File: config.mk
export PLATFORM = sky130hd
export DESIGN_NAME = buffer_fill_feedback_controller
export DESIGN_NICKNAME = d
export VERILOG_FILES = /design/src/rtl/bffc_pkg.sv /design/src/rtl/bffc_fifo.sv /design/src/rtl/bffc_front.sv /design/src/rtl/bffc_back.sv /design/src/rtl/buffer_fill_feedback_controller.sv
export SDC_FILE = /design/constraint.sdc
export NUM_CORES = 2
export LEC_CHECK = 0
export BUFFER_PORTS_ARGS = -buffer_cell sky130_fd_sc_hd__clkbuf_2
export CAP_MARGIN = 20
export CORE_ASPECT_RATIO = 0.8
export CORE_UTILIZATION = 58
export DETAILED_ROUTE_END_ITERATION = 16
export HOLD_SLACK_MARGIN = 0.08
export PLACE_DENSITY = 0.78
export SETUP_SLACK_MARGIN = 0.05
export SKIP_LAST_GASP = 1
export SLEW_MARGIN = 5
export SYNTH_ARGS = -nofsm -noshare
export SYNTH_HDL_FRONTEND = slang
export SYNTH_HIERARCHICAL = 1
export SYNTH_SLANG_ARGS = --single-unit
File: constraint.sdc
create_clock -name clk_i -period 6.1 [get_ports clk_i]
set_input_delay 1.22 -clock clk_i [delete_from_list [all_inputs] [get_ports clk_i]]
set_output_delay 1.22 -clock clk_i [all_outputs]
set_load 0.02 [all_outputs]
File: src/rtl/bffc_pkg.sv
// bffc_pkg: shared types and constants of the buffer fill feedback controller
// used by bffc_front, bffc_back and the top level (not by bffc_fifo); depends on nothing
`default_nettype none

package bffc_pkg;

  localparam int unsigned FRAMES_W   = 16;
  localparam int unsigned FEEDBACK_W = 20;
  localparam int unsigned ZONE_W     = 3;
  localparam int unsigned QUEUE_DEPTH = 2;

  // register map, selected by paddr[2]
  localparam logic REG_BUFFER_FRAMES = 1'b0;
  localparam logic REG_MAX_STEP      = 1'b1;

  localparam logic [FRAMES_W-1:0] BUFFER_FRAMES_RESET = 16'd16384;
  localparam logic [FRAMES_W-1:0] MAX_STEP_RESET      = 16'd200;

  // percent thresholds on the average fill
  localparam logic [6:0] PCT_SCALE     = 7'd100;
  localparam logic [6:0] PCT_VERY_HIGH = 7'd65;
  localparam logic [6:0] PCT_HIGH      = 7'd45;
  localparam logic [6:0] PCT_MODERATE  = 7'd35;
  localparam logic [6:0] PCT_VERY_LOW  = 7'd20;
  localparam logic [6:0] PCT_LOW       = 7'd30;

  localparam logic [FEEDBACK_W-1:0] FB_NOMINAL   = 20'd1000000;
  localparam logic [FEEDBACK_W-1:0] FB_VERY_HIGH = 20'd999000;
  localparam logic [FEEDBACK_W-1:0] FB_HIGH      = 20'd999500;
  localparam logic [FEEDBACK_W-1:0] FB_LOW       = 20'd1001000;
  localparam logic [FEEDBACK_W-1:0] FB_VERY_LOW  = 20'd1002000;

  typedef enum logic [ZONE_W-1:0] {
    ZONE_VERY_HIGH = 3'd0,
    ZONE_HIGH      = 3'd1,
    ZONE_MODERATE  = 3'd2,
    ZONE_GOOD      = 3'd3,
    ZONE_LOW       = 3'd4,
    ZONE_VERY_LOW  = 3'd5
  } zone_e;

  typedef struct packed {
    logic [FRAMES_W-1:0] used;
  } sample_t;

  typedef struct packed {
    logic [FEEDBACK_W-1:0] feedback;
    logic [ZONE_W-1:0]     zone;
  } result_t;

  typedef struct packed {
    logic    push;
    sample_t sample;
  } sample_push_t;

endpackage

`default_nettype wire

File: src/rtl/bffc_fifo.sv
// bffc_fifo: small first-in first-out word queue between the block's parts
// stand-alone, no package needed
`default_nettype none

module bffc_fifo #(
  parameter int unsigned WIDTH = 1,
  parameter int unsigned DEPTH = 2
) (
  input  wire logic             clk_i,
  input  wire logic             rst_ni,
  input  wire logic             wr_i,
  input  wire logic [WIDTH-1:0] wr_data_i,
  output logic                  full_o,
  input  wire logic             rd_i,
  output logic      [WIDTH-1:0] rd_data_o,
  output logic                  empty_o
);

  localparam int unsigned PW = (DEPTH > 1) ? $clog2(DEPTH) : 1;
  localparam int unsigned CW = $clog2(DEPTH + 1);

  logic [WIDTH-1:0] mem_q [DEPTH];
  logic [PW-1:0]    wr_ptr_q, wr_ptr_d;
  logic [PW-1:0]    rd_ptr_q, rd_ptr_d;
  logic [CW-1:0]    count_q, count_d;
  logic             do_wr, do_rd;

  assign full_o    = (count_q == CW'(DEPTH));
  assign empty_o   = (count_q == '0);
  assign do_wr     = wr_i && !full_o;
  assign do_rd     = rd_i && !empty_o;
  assign rd_data_o = mem_q[rd_ptr_q];

  always_comb begin
    wr_ptr_d = wr_ptr_q;
    rd_ptr_d = rd_ptr_q;
    count_d  = count_q;
    if (do_wr) begin
      wr_ptr_d = (wr_ptr_q == PW'(DEPTH - 1)) ? '0 : wr_ptr_q + 1'b1;
    end
    if (do_rd) begin
      rd_ptr_d = (rd_ptr_q == PW'(DEPTH - 1)) ? '0 : rd_ptr_q + 1'b1;
    end
    if (do_wr && !do_rd) begin
      count_d = count_q + 1'b1;
    end else if (do_rd && !do_wr) begin
      count_d = count_q - 1'b1;
    end
  end

  always_ff @(posedge clk_i or negedge rst_ni) begin
    if (!rst_ni) begin
      wr_ptr_q <= '0;
      rd_ptr_q <= '0;
      count_q  <= '0;
    end else begin
      wr_ptr_q <= wr_ptr_d;
      rd_ptr_q <= rd_ptr_d;
      count_q  <= count_d;
    end
  end

  always_ff @(posedge clk_i) begin
    if (do_wr) begin
      mem_q[wr_ptr_q] <= wr_data_i;
    end
  end

endmodule

`default_nettype wire

File: src/rtl/bffc_front.sv
// bffc_front: range and empty-buffer checks on each status sample, used count
// depends on bffc_pkg
`default_nettype none

module bffc_front (
  input  wire logic                          push_i,
  input  wire logic                          full_i,
  input  wire logic signed [16:0]            avail_frames_i,
  input  wire logic signed [17:0]            delay_frames_i,
  input  wire logic [bffc_pkg::FRAMES_W-1:0] buffer_frames_i,
  output bffc_pkg::sample_push_t             q_push_o
);

  logic                          negative;
  logic [bffc_pkg::FRAMES_W-1:0] avail_u;
  logic                          over_avail;
  logic                          over_delay;
  logic                          buf_empty;
  logic                          keep;

  assign negative   = avail_frames_i[16] || delay_frames_i[17];
  assign avail_u    = avail_frames_i[15:0];
  assign over_avail = (avail_u > buffer_frames_i);
  assign over_delay = (delay_frames_i[16:0] > {buffer_frames_i, 1'b0});
  assign buf_empty  = (delay_frames_i[16:0] == '0) || (avail_u == buffer_frames_i);
  assign keep       = !negative && !over_avail && !over_delay && !buf_empty;

  assign q_push_o.push        = push_i && !full_i && keep;
  assign q_push_o.sample.used = buffer_frames_i - avail_u;

endmodule

`default_nettype wire

File: src/rtl/bffc_back.sv
// bffc_back: fill window, running sum, zone choice and feedback stepping
// depends on bffc_pkg; holds the window memory
`default_nettype none

module bffc_back #(
  parameter int unsigned WINDOW = 50
) (
  input  wire logic                          clk_i,
  input  wire logic                          rst_ni,
  input  wire logic [bffc_pkg::FRAMES_W-1:0] buffer_frames_i,
  input  wire logic [bffc_pkg::FRAMES_W-1:0] max_step_i,
  input  wire logic                          in_empty_i,
  input  wire bffc_pkg::sample_t             in_sample_i,
  output logic                               in_pop_o,
  input  wire logic                          out_full_i,
  output logic                               out_push_o,
  output bffc_pkg::result_t                  out_result_o
);

  localparam int unsigned SW   = (WINDOW > 1) ? $clog2(WINDOW) : 1;
  localparam int unsigned NW   = $clog2(WINDOW + 1);
  localparam int unsigned SUMW = $clog2(WINDOW * 65535 + 1);
  localparam int unsigned CW   = $clog2(100 * WINDOW * 65535 + 1);
  localparam int unsigned FW   = bffc_pkg::FEEDBACK_W;

  typedef enum logic [4:0] {
    ST_IDLE = 5'b00001,
    ST_SUM  = 5'b00010,
    ST_MUL  = 5'b00100,
    ST_ZONE = 5'b01000,
    ST_STEP = 5'b10000
  } state_e;

  state_e state_q, state_d;

  logic [bffc_pkg::FRAMES_W-1:0] win_mem [WINDOW];
  logic [bffc_pkg::FRAMES_W-1:0] old_q;
  logic [bffc_pkg::FRAMES_W-1:0] used_q;
  logic [SW-1:0]                 slot_q, slot_d;
  logic                          full_q, full_d;
  logic [SUMW-1:0]               sum_q, sum_d;
  logic [NW-1:0]                 n_q, n_d;
  logic [CW-1:0]                 lhs_q, rhs_q;
  bffc_pkg::zone_e               zone_q, zone_d;
  logic [FW-1:0]                 target_q, target_d;
  logic [FW-1:0]                 fb_q, fb_d;
  logic [FW-1:0]                 fb_gap;
  logic                          start;

  assign start    = (state_q == ST_IDLE) && !in_empty_i && !out_full_i;
  assign in_pop_o = start;

  always_comb begin
    state_d = state_q;
    case (state_q)
      ST_IDLE: if (start) state_d = ST_SUM;
      ST_SUM:  state_d = ST_MUL;
      ST_MUL:  state_d = ST_ZONE;
      ST_ZONE: state_d = ST_STEP;
      ST_STEP: state_d = ST_IDLE;
      default: state_d = ST_IDLE;
    endcase
  end

  // window slot, fill flag and running sum
  always_comb begin
    slot_d = slot_q;
    full_d = full_q;
    sum_d  = sum_q - (full_q ? SUMW'(old_q) : '0) + SUMW'(used_q);
    if (slot_q == SW'(WINDOW - 1)) begin
      slot_d = '0;
      full_d = 1'b1;
    end else begin
      slot_d = slot_q + 1'b1;
    end
    n_d = full_d ? NW'(WINDOW) : NW'(slot_d);
  end

  // zone from exact percent comparisons
  always_comb begin
    if (lhs_q > rhs_q * CW'(bffc_pkg::PCT_VERY_HIGH)) begin
      zone_d = bffc_pkg::ZONE_VERY_HIGH;  target_d = bffc_pkg::FB_VERY_HIGH;
    end else if (lhs_q > rhs_q * CW'(bffc_pkg::PCT_HIGH)) begin
      zone_d = bffc_pkg::ZONE_HIGH;       target_d = bffc_pkg::FB_HIGH;
    end else if (lhs_q > rhs_q * CW'(bffc_pkg::PCT_MODERATE)) begin
      zone_d = bffc_pkg::ZONE_MODERATE;   target_d = bffc_pkg::FB_NOMINAL;
    end else if (lhs_q < rhs_q * CW'(bffc_pkg::PCT_VERY_LOW)) begin
      zone_d = bffc_pkg::ZONE_VERY_LOW;   target_d = bffc_pkg::FB_VERY_LOW;
    end else if (lhs_q < rhs_q * CW'(bffc_pkg::PCT_LOW)) begin
      zone_d = bffc_pkg::ZONE_LOW;        target_d = bffc_pkg::FB_LOW;
    end else begin
      zone_d = bffc_pkg::ZONE_GOOD;       target_d = bffc_pkg::FB_NOMINAL;
    end
  end

  // move towards the target by at most max_step
  always_comb begin
    if (target_q > fb_q) begin
      fb_gap = target_q - fb_q;
      fb_d   = (fb_gap > FW'(max_step_i)) ? fb_q + FW'(max_step_i) : target_q;
    end else begin
      fb_gap = fb_q - target_q;
      fb_d   = (fb_gap > FW'(max_step_i)) ? fb_q - FW'(max_step_i) : target_q;
    end
  end

  assign out_push_o            = (state_q == ST_STEP);
  assign out_result_o.feedback = fb_d;
  assign out_result_o.zone     = zone_q;

  always_ff @(posedge clk_i or negedge rst_ni) begin
    if (!rst_ni) begin
      state_q <= ST_IDLE;
      slot_q  <= '0;
      full_q  <= 1'b0;
      sum_q   <= '0;
      fb_q    <= bffc_pkg::FB_NOMINAL;
    end else begin
      state_q <= state_d;
      if (state_q == ST_SUM) begin
        slot_q <= slot_d;
        full_q <= full_d;
        sum_q  <= sum_d;
      end
      if (state_q == ST_STEP) begin
        fb_q <= fb_d;
      end
    end
  end

  always_ff @(posedge clk_i) begin
    if (start) begin
      used_q <= in_sample_i.used;
      old_q  <= win_mem[slot_q];
    end
    if (state_q == ST_SUM) begin
      win_mem[slot_q] <= used_q;
      n_q             <= n_d;
    end
    if (state_q == ST_MUL) begin
      lhs_q <= CW'(sum_q) * CW'(bffc_pkg::PCT_SCALE);
      rhs_q <= CW'(n_q) * CW'(buffer_frames_i);
    end
    if (state_q == ST_ZONE) begin
      zone_q   <= zone_d;
      target_q <= target_d;
    end
  end

  a_state_onehot: assert property (@(posedge clk_i) disable iff (!rst_ni)
    $onehot(state_q))
    else $error("back sequencer state not one-hot");

  a_slot_range: assert property (@(posedge clk_i) disable iff (!rst_ni)
    32'(slot_q) < WINDOW)
    else $error("window slot out of range");

  a_fb_range: assert property (@(posedge clk_i) disable iff (!rst_ni)
    fb_q >= bffc_pkg::FB_VERY_HIGH && fb_q <= bffc_pkg::FB_VERY_LOW)
    else $error("feedback left its range");

  a_pop_needs_room: assert property (@(posedge clk_i) disable iff (!rst_ni)
    in_pop_o |-> !out_full_i && !in_empty_i)
    else $error("sample taken without room for its result");

  a_sequence: assert property (@(posedge clk_i) disable iff (!rst_ni)
    start |=> ##3 out_push_o)
    else $error("result not pushed four cycles after start");

endmodule

`default_nettype wire

File: src/rtl/buffer_fill_feedback_controller.sv
// buffer fill feedback controller top level: config registers, front checks, sample queue,
// back sequencer and result queue; depends on bffc_pkg, bffc_front, bffc_fifo, bffc_back
// an accepted word passes the sample queue, the back sequencer states SUM, MUL, ZONE and STEP
// and the result queue; the back sequencer takes no new sample until it is back in IDLE; dropped samples
// are filtered combinationally at the front and never reach the back part
// reset: asynchronous active low; registers to defaults, feedback to 1000000, queues empty
`default_nettype none

module buffer_fill_feedback_controller #(
  parameter int unsigned WINDOW = 50
) (
  input  wire logic               clk_i,
  input  wire logic               rst_ni,
  input  wire logic               psel,
  input  wire logic               penable,
  input  wire logic               pwrite,
  input  wire logic [2:0]         paddr,
  input  wire logic [31:0]        pwdata,
  output logic      [31:0]        prdata,
  output logic                    pready,
  input  wire logic               push,
  output logic                    full,
  input  wire logic signed [16:0] avail_frames_i,
  input  wire logic signed [17:0] delay_frames_i,
  output logic                    empty,
  input  wire logic               pop,
  output logic      [19:0]        feedback_o,
  output logic      [2:0]         zone_o
);

  logic [bffc_pkg::FRAMES_W-1:0] buffer_frames_q;
  logic [bffc_pkg::FRAMES_W-1:0] max_step_q;
  logic                          cfg_wr;

  bffc_pkg::sample_push_t q_push;
  bffc_pkg::sample_t      q_sample;
  logic                   q_empty;
  logic                   q_pop;
  logic                   in_q_full;
  logic                   out_push;
  logic                   out_full;
  bffc_pkg::result_t      out_result;
  bffc_pkg::result_t      head_result;

  assign pready = 1'b1;
  assign cfg_wr = psel && penable && pwrite && pready;

  always_ff @(posedge clk_i or negedge rst_ni) begin
    if (!rst_ni) begin
      buffer_frames_q <= bffc_pkg::BUFFER_FRAMES_RESET;
      max_step_q      <= bffc_pkg::MAX_STEP_RESET;
    end else if (cfg_wr) begin
      case (paddr[2])
        bffc_pkg::REG_BUFFER_FRAMES: buffer_frames_q <= pwdata[15:0];
        bffc_pkg::REG_MAX_STEP:      max_step_q      <= pwdata[15:0];
        default: ;
      endcase
    end
  end

  always_comb begin
    case (paddr[2])
      bffc_pkg::REG_BUFFER_FRAMES: prdata = {16'd0, buffer_frames_q};
      bffc_pkg::REG_MAX_STEP:      prdata = {16'd0, max_step_q};
      default:                     prdata = '0;
    endcase
  end

  bffc_front u_front (
    .push_i          (push),
    .full_i          (full),
    .avail_frames_i  (avail_frames_i),
    .delay_frames_i  (delay_frames_i),
    .buffer_frames_i (buffer_frames_q),
    .q_push_o        (q_push)
  );

  // input side stalls while the sample queue is full
  assign full = in_q_full;

  bffc_fifo #(
    .WIDTH ($bits(bffc_pkg::sample_t)),
    .DEPTH (bffc_pkg::QUEUE_DEPTH)
  ) u_in_q (
    .clk_i     (clk_i),
    .rst_ni    (rst_ni),
    .wr_i      (q_push.push && !in_q_full),
    .wr_data_i (q_push.sample),
    .full_o    (in_q_full),
    .rd_i      (q_pop),
    .rd_data_o (q_sample),
    .empty_o   (q_empty)
  );

  bffc_back #(
    .WINDOW (WINDOW)
  ) u_back (
    .clk_i           (clk_i),
    .rst_ni          (rst_ni),
    .buffer_frames_i (buffer_frames_q),
    .max_step_i      (max_step_q),
    .in_empty_i      (q_empty),
    .in_sample_i     (q_sample),
    .in_pop_o        (q_pop),
    .out_full_i      (out_full),
    .out_push_o      (out_push),
    .out_result_o    (out_result)
  );

  bffc_fifo #(
    .WIDTH ($bits(bffc_pkg::result_t)),
    .DEPTH (bffc_pkg::QUEUE_DEPTH)
  ) u_out_q (
    .clk_i     (clk_i),
    .rst_ni    (rst_ni),
    .wr_i      (out_push),
    .wr_data_i (out_result),
    .full_o    (out_full),
    .rd_i      (pop),
    .rd_data_o (head_result),
    .empty_o   (empty)
  );

  assign feedback_o = head_result.feedback;
  assign zone_o     = head_result.zone;

endmodule

`default_nettype wire
==> metrics.md <==
| Metric | Value |
|---|---|
| Status | `complete, but fails checks` |
| Failing checks | `design-rule violations, negative setup slack` |
| Global route overflow | `0` |
| Hold_ws | `0.465 ns` |
| R2R depth | `26` |
| Hold path depth | `0` |
| Clk slew on worst S/H paths | `0.06 ns` |
| Layout Nets | `6204` |
| WL met2 | `70500 um` |
| Worst slew pin tran | `1.10 ns` |
| Drt pass-1 iters | `12` |
| Top Ports | `135` |
| Post-synth EDFFs | `977` |
| Die area | `0.109 sq mm` |
| ANT nets after route | `0` |
| Fin Clk Skew | `0.0507 ns` |
| Period minus WS final | `6.20 ns` |
| Total of max-cap violations | `0` |
| Gpl congestion | `0.914` |
| Drt wl/cell | `23.7 um` |
| Power Density | `549 mW/mm^2` |
| Max Root-Sink Buffers | `3` |
| CP arrival | `6.59 ns` |
| Critical Path RT | `6.49 ns` |
| Top cell type's share of synthesized area | `46.9%` |
| Worst setup SP type | `register` |
| Slew headroom | `26.8%` |
| Area leader, netlist | `edfxtp_1` |
| Yosys reg bits | `1071` |
| Layout cells sized above 1 | `12.2%` |
| I/O Buffers | `99` |
| Avg Vias per Cell | `6.31` |
| FFs w/ async S/R, synth | `8.78%` |
| Mapped Cells | `5145` |
| CP Capture Type | `register` |
| Yosys warns | `6` |
| # rows | `107` |
| Number of fillers in the final layout | `7630` |
| Worst setup path class | `reg -> reg` |
| Vias in the first global route | `42700` |
| Die Y | `296 um` |
| First-pass GRT wire length | `246000 um` |
| Vias after detailed routing | `43400` |
| CTS H-tree lvls | `3` |
| Post-route core utilization | `64.9%` |
| Worst VDD drop | `0.422 mV` |
| RSZ-0062 raised after global routing | `yes` |
| CTS Buf Count | `104` |
| Fin crit share | `102%` |
| Routed met3 length | `19700 um` |
| Skew-Pair Late Insertion Delay | `0.69 ns` |
| Area delta synth->final | `10.7%` |
| Cts hold-fix bufs | `0` |
| Cells taking the most area after synthesis | `edfxtp_1 (47%), ha_1 (11%), fa_1 (5.9%)` |
| Post-synthesis cell area | `0.0625 sq mm` |
| Total wire length | `163000 um` |
| Antenna cells | `0` |
| Tot GR Track Use | `29.5%` |
| Achievable Freq | `161 MHz` |
| Highest routed layer | `met5` |
| Post-route setup slack | `-0.0977 ns` |
| Worst hold path type | `reg -> reg` |
| M1 wire length | `68800 um` |
| Initial Util | `58.6%` |
| Finish-stage setup viols | `4` |
| Leak | `28.1 nW` |
| Largest net degree at the start of global routing | `98` |
| CP Max Fanout | `4` |
| Clock sinks | `1071` |
| Finished Layout Cells | `6878` |
| Dpl cells | `6669` |
| Slew Viols, Final | `0` |
| Register area share after synthesis | `50.7%` |
| Final HPWL DP | `110000 um` |
| Placement Setup Slack | `-0.430 ns` |
| Syn_area_per_cell | `12.1 sq um` |
| DR iter-0 viols | `5002` |
| Post-route DRC | `4` |
| Hold Vio Cnt, Final | `0` |
| TritonCTS clock tree | `done` |
| Core area | `0.107 sq mm` |
| Die Wd | `369 um` |
| Clock Root Buffer | `clkbuf_16` |
| Initial antenna violation count | `3` |
| Synth cell types | `109` |
| Ys flop type | `edfxtp_1` |
==> flip-flops by register name, indices dropped and copies added, names as in the netlist, 2 cells and up <==
name             count
u_back/lhs_q        27
u_back/slot_q        6
u_in_q/mem_q        32
u_back/rhs_q        22
buffer_frames_q     16
max_step_q          16
u_back/old_q        16
u_back/n_q           6
u_back/used_q       16
u_back/zone_q        3
u_out_q/mem_q       46
u_back/sum_q        22
u_back/win_mem     800
u_back/fb_q         20
u_out_q/count_q      2
u_back/target_q      9
u_in_q/count_q       2
u_back/state_q       5
==> final timing paths <==
check | slack [ns] | endpoint | from
setup / recovery | -0.1 | u_back/target_q[6]$_SDFFCE_PP1P_ | u_back/rhs_q[3]$_DFFE_PN_
hold / removal | 0.46 | u_out_q/mem_q[1][1]$_DFFE_PP_ | u_back/zone_q[1]$_SDFFCE_PP0P_
setup reg to reg | -0.1 | u_back/target_q[6]$_SDFFCE_PP1P_ | u_back/rhs_q[3]$_DFFE_PN_
hold reg to reg | 0.46 | u_out_q/mem_q[1][1]$_DFFE_PP_ | u_back/zone_q[1]$_SDFFCE_PP0P_
max in group asynchronous | 4.31 | u_back/fb_q[7]$_DFFE_PN0P_ | rst_ni
min in group asynchronous | 0.59 | u_out_q/rd_ptr_q$_DFFE_PN0P_ | rst_ni
==> metrics by stage <==
step / instance area (sq um) / TNS, ns / power [mW]
final: 69200 / -0.160 / 38.0
after global routing: 69200 / -2.34 / 40.6
after global placement: 65500 / -1.16 / 30.4
after floorplan: 62600 / 0 / 25.0
after CTS: 69000 / -0.635 / 37.5
after detailed placement: 65500 / -2.30 / 31.1
==> cell usage after synthesis, types with 17 or more instances <==
cell type  count
o21ai_0      150
a31oi_1       56
o21bai_1      24
o211ai_1      23
mux2_2        56
a21o_1       119
nand4_1       84
and2_1        54
nor2b_1       38
or3_1         30
mux2_4        39
buf_4         18
a221oi_1      72
a22oi_1      264
nand2_1      252
a211oi_1      25
o31ai_1       20
nand2b_1      39
buf_2         33
nand3_1       72
mux2i_1       18
nor2_1       230
ha_1         567
and3_1        20
xnor2_1      130
inv_1        592
o21a_1        32
clkbuf_1      99
o21ai_1       17
nor3_1        79
edfxtp_1     977
buf_1         34
xor2_1        84
a22o_1        66
a21oi_1      210
fa_1         183
dfrtp_1       82
==> kinds of logic (layout without fill, tap and decap cells) <==
logic type | count (synthesis) | count (layout) | synth area share [%]
compound gates | 1231 | 1231 | 13.9
buf+inv | 786 | 1087 | 5.04
simple gates | 977 | 977 | 7.82
flops | 1071 | 1071 | 50.7
other cells | 2 | 17 | 0.0120
fa+ha+maj | 751 | 751 | 17.2
xor+xnor | 214 | 214 | 3.00
mux | 113 | 113 | 2.23
==> critical path: stages (launching register included) <==
cell       delay [ns]
edfxtp_1         0.44
ha_4             0.29
xor2_4           0.19
ha_4             0.27
inv_2            0.04
fa_1             0.51
inv_1            0.05
ha_1             0.30
nor2b_1          0.13
o21a_1           0.18
o21ai_2          0.17
a21boi_2         0.09
o31a_1           0.28
o31a_1           0.30
a41oi_2          0.20
nand2_1          0.09
xnor2_1          0.13
ha_1             0.29
a21o_1           0.16
a21o_1           0.17
a21o_1           0.17
a21o_1           0.17
a21o_1           0.17
a211o_1          0.31
a2111oi_4        0.25
a21oi_4          0.18
or3_1            0.39
==> layout make-up <==
cell class / instances / area, sq um / share of cell area, %
sequential: 1071 / 31700 / 45.8
multi-input combinational: 3303 / 28100 / 40.6
clock buffer: 127 / 2710 / 3.92
inverter: 593 / 2230 / 3.22
timing repair buffer: 304 / 2150 / 3.11
tap: 1417 / 1770 / 2.56
clock inverter: 63 / 564 / 0.815
==> cell usage in the layout, fill, tap and decap left out, drive strengths merged, types with 72 or more instances in the layout <==
cell type | synthesis | final
nor2 | 232 | 232
nand2 | 252 | 252
edfxtp | 977 | 977
o21ai | 170 | 170
fa | 183 | 183
inv | 593 | 596
xnor2 | 130 | 130
a21oi | 213 | 213
a221oi | 73 | 73
a22oi | 264 | 264
nor3 | 80 | 80
mux2 | 95 | 95
xor2 | 84 | 84
a21o | 119 | 119
clkbuf | 99 | 225
nand3 | 72 | 72
buf | 94 | 206
nand4 | 85 | 85
ha | 567 | 567
dfrtp | 82 | 82
==> power breakdown <==
part	internal (mW)	switching [mW]	leakage [nW]	total [mW]
logic	8.49	12.9	16.6	21.4
clock network	3.43	2.76	1.60	6.19
registers	9.75	0.710	9.92	10.5
==> layer usage <==
layer | vias to the layer above | track usage [%]
li1 | 19500 | -
met1 | 21100 | 43.3
met2 | 2472 | 44.1
met3 | 279 | 6.68
met4 | 2 | 8.36
met5 | - | 0
==> what timing repair did <==
item | 4_1_cts | 5_1_grt
pin swaps | 14 | 7
hold endpoints to repair | 0 | 0
resized for setup | 32 | 25
endpoints found under the setup margin | 10 | 10
buffers inserted | 4 | 13
No activity file was read; power rests on OpenSTA's default activity.
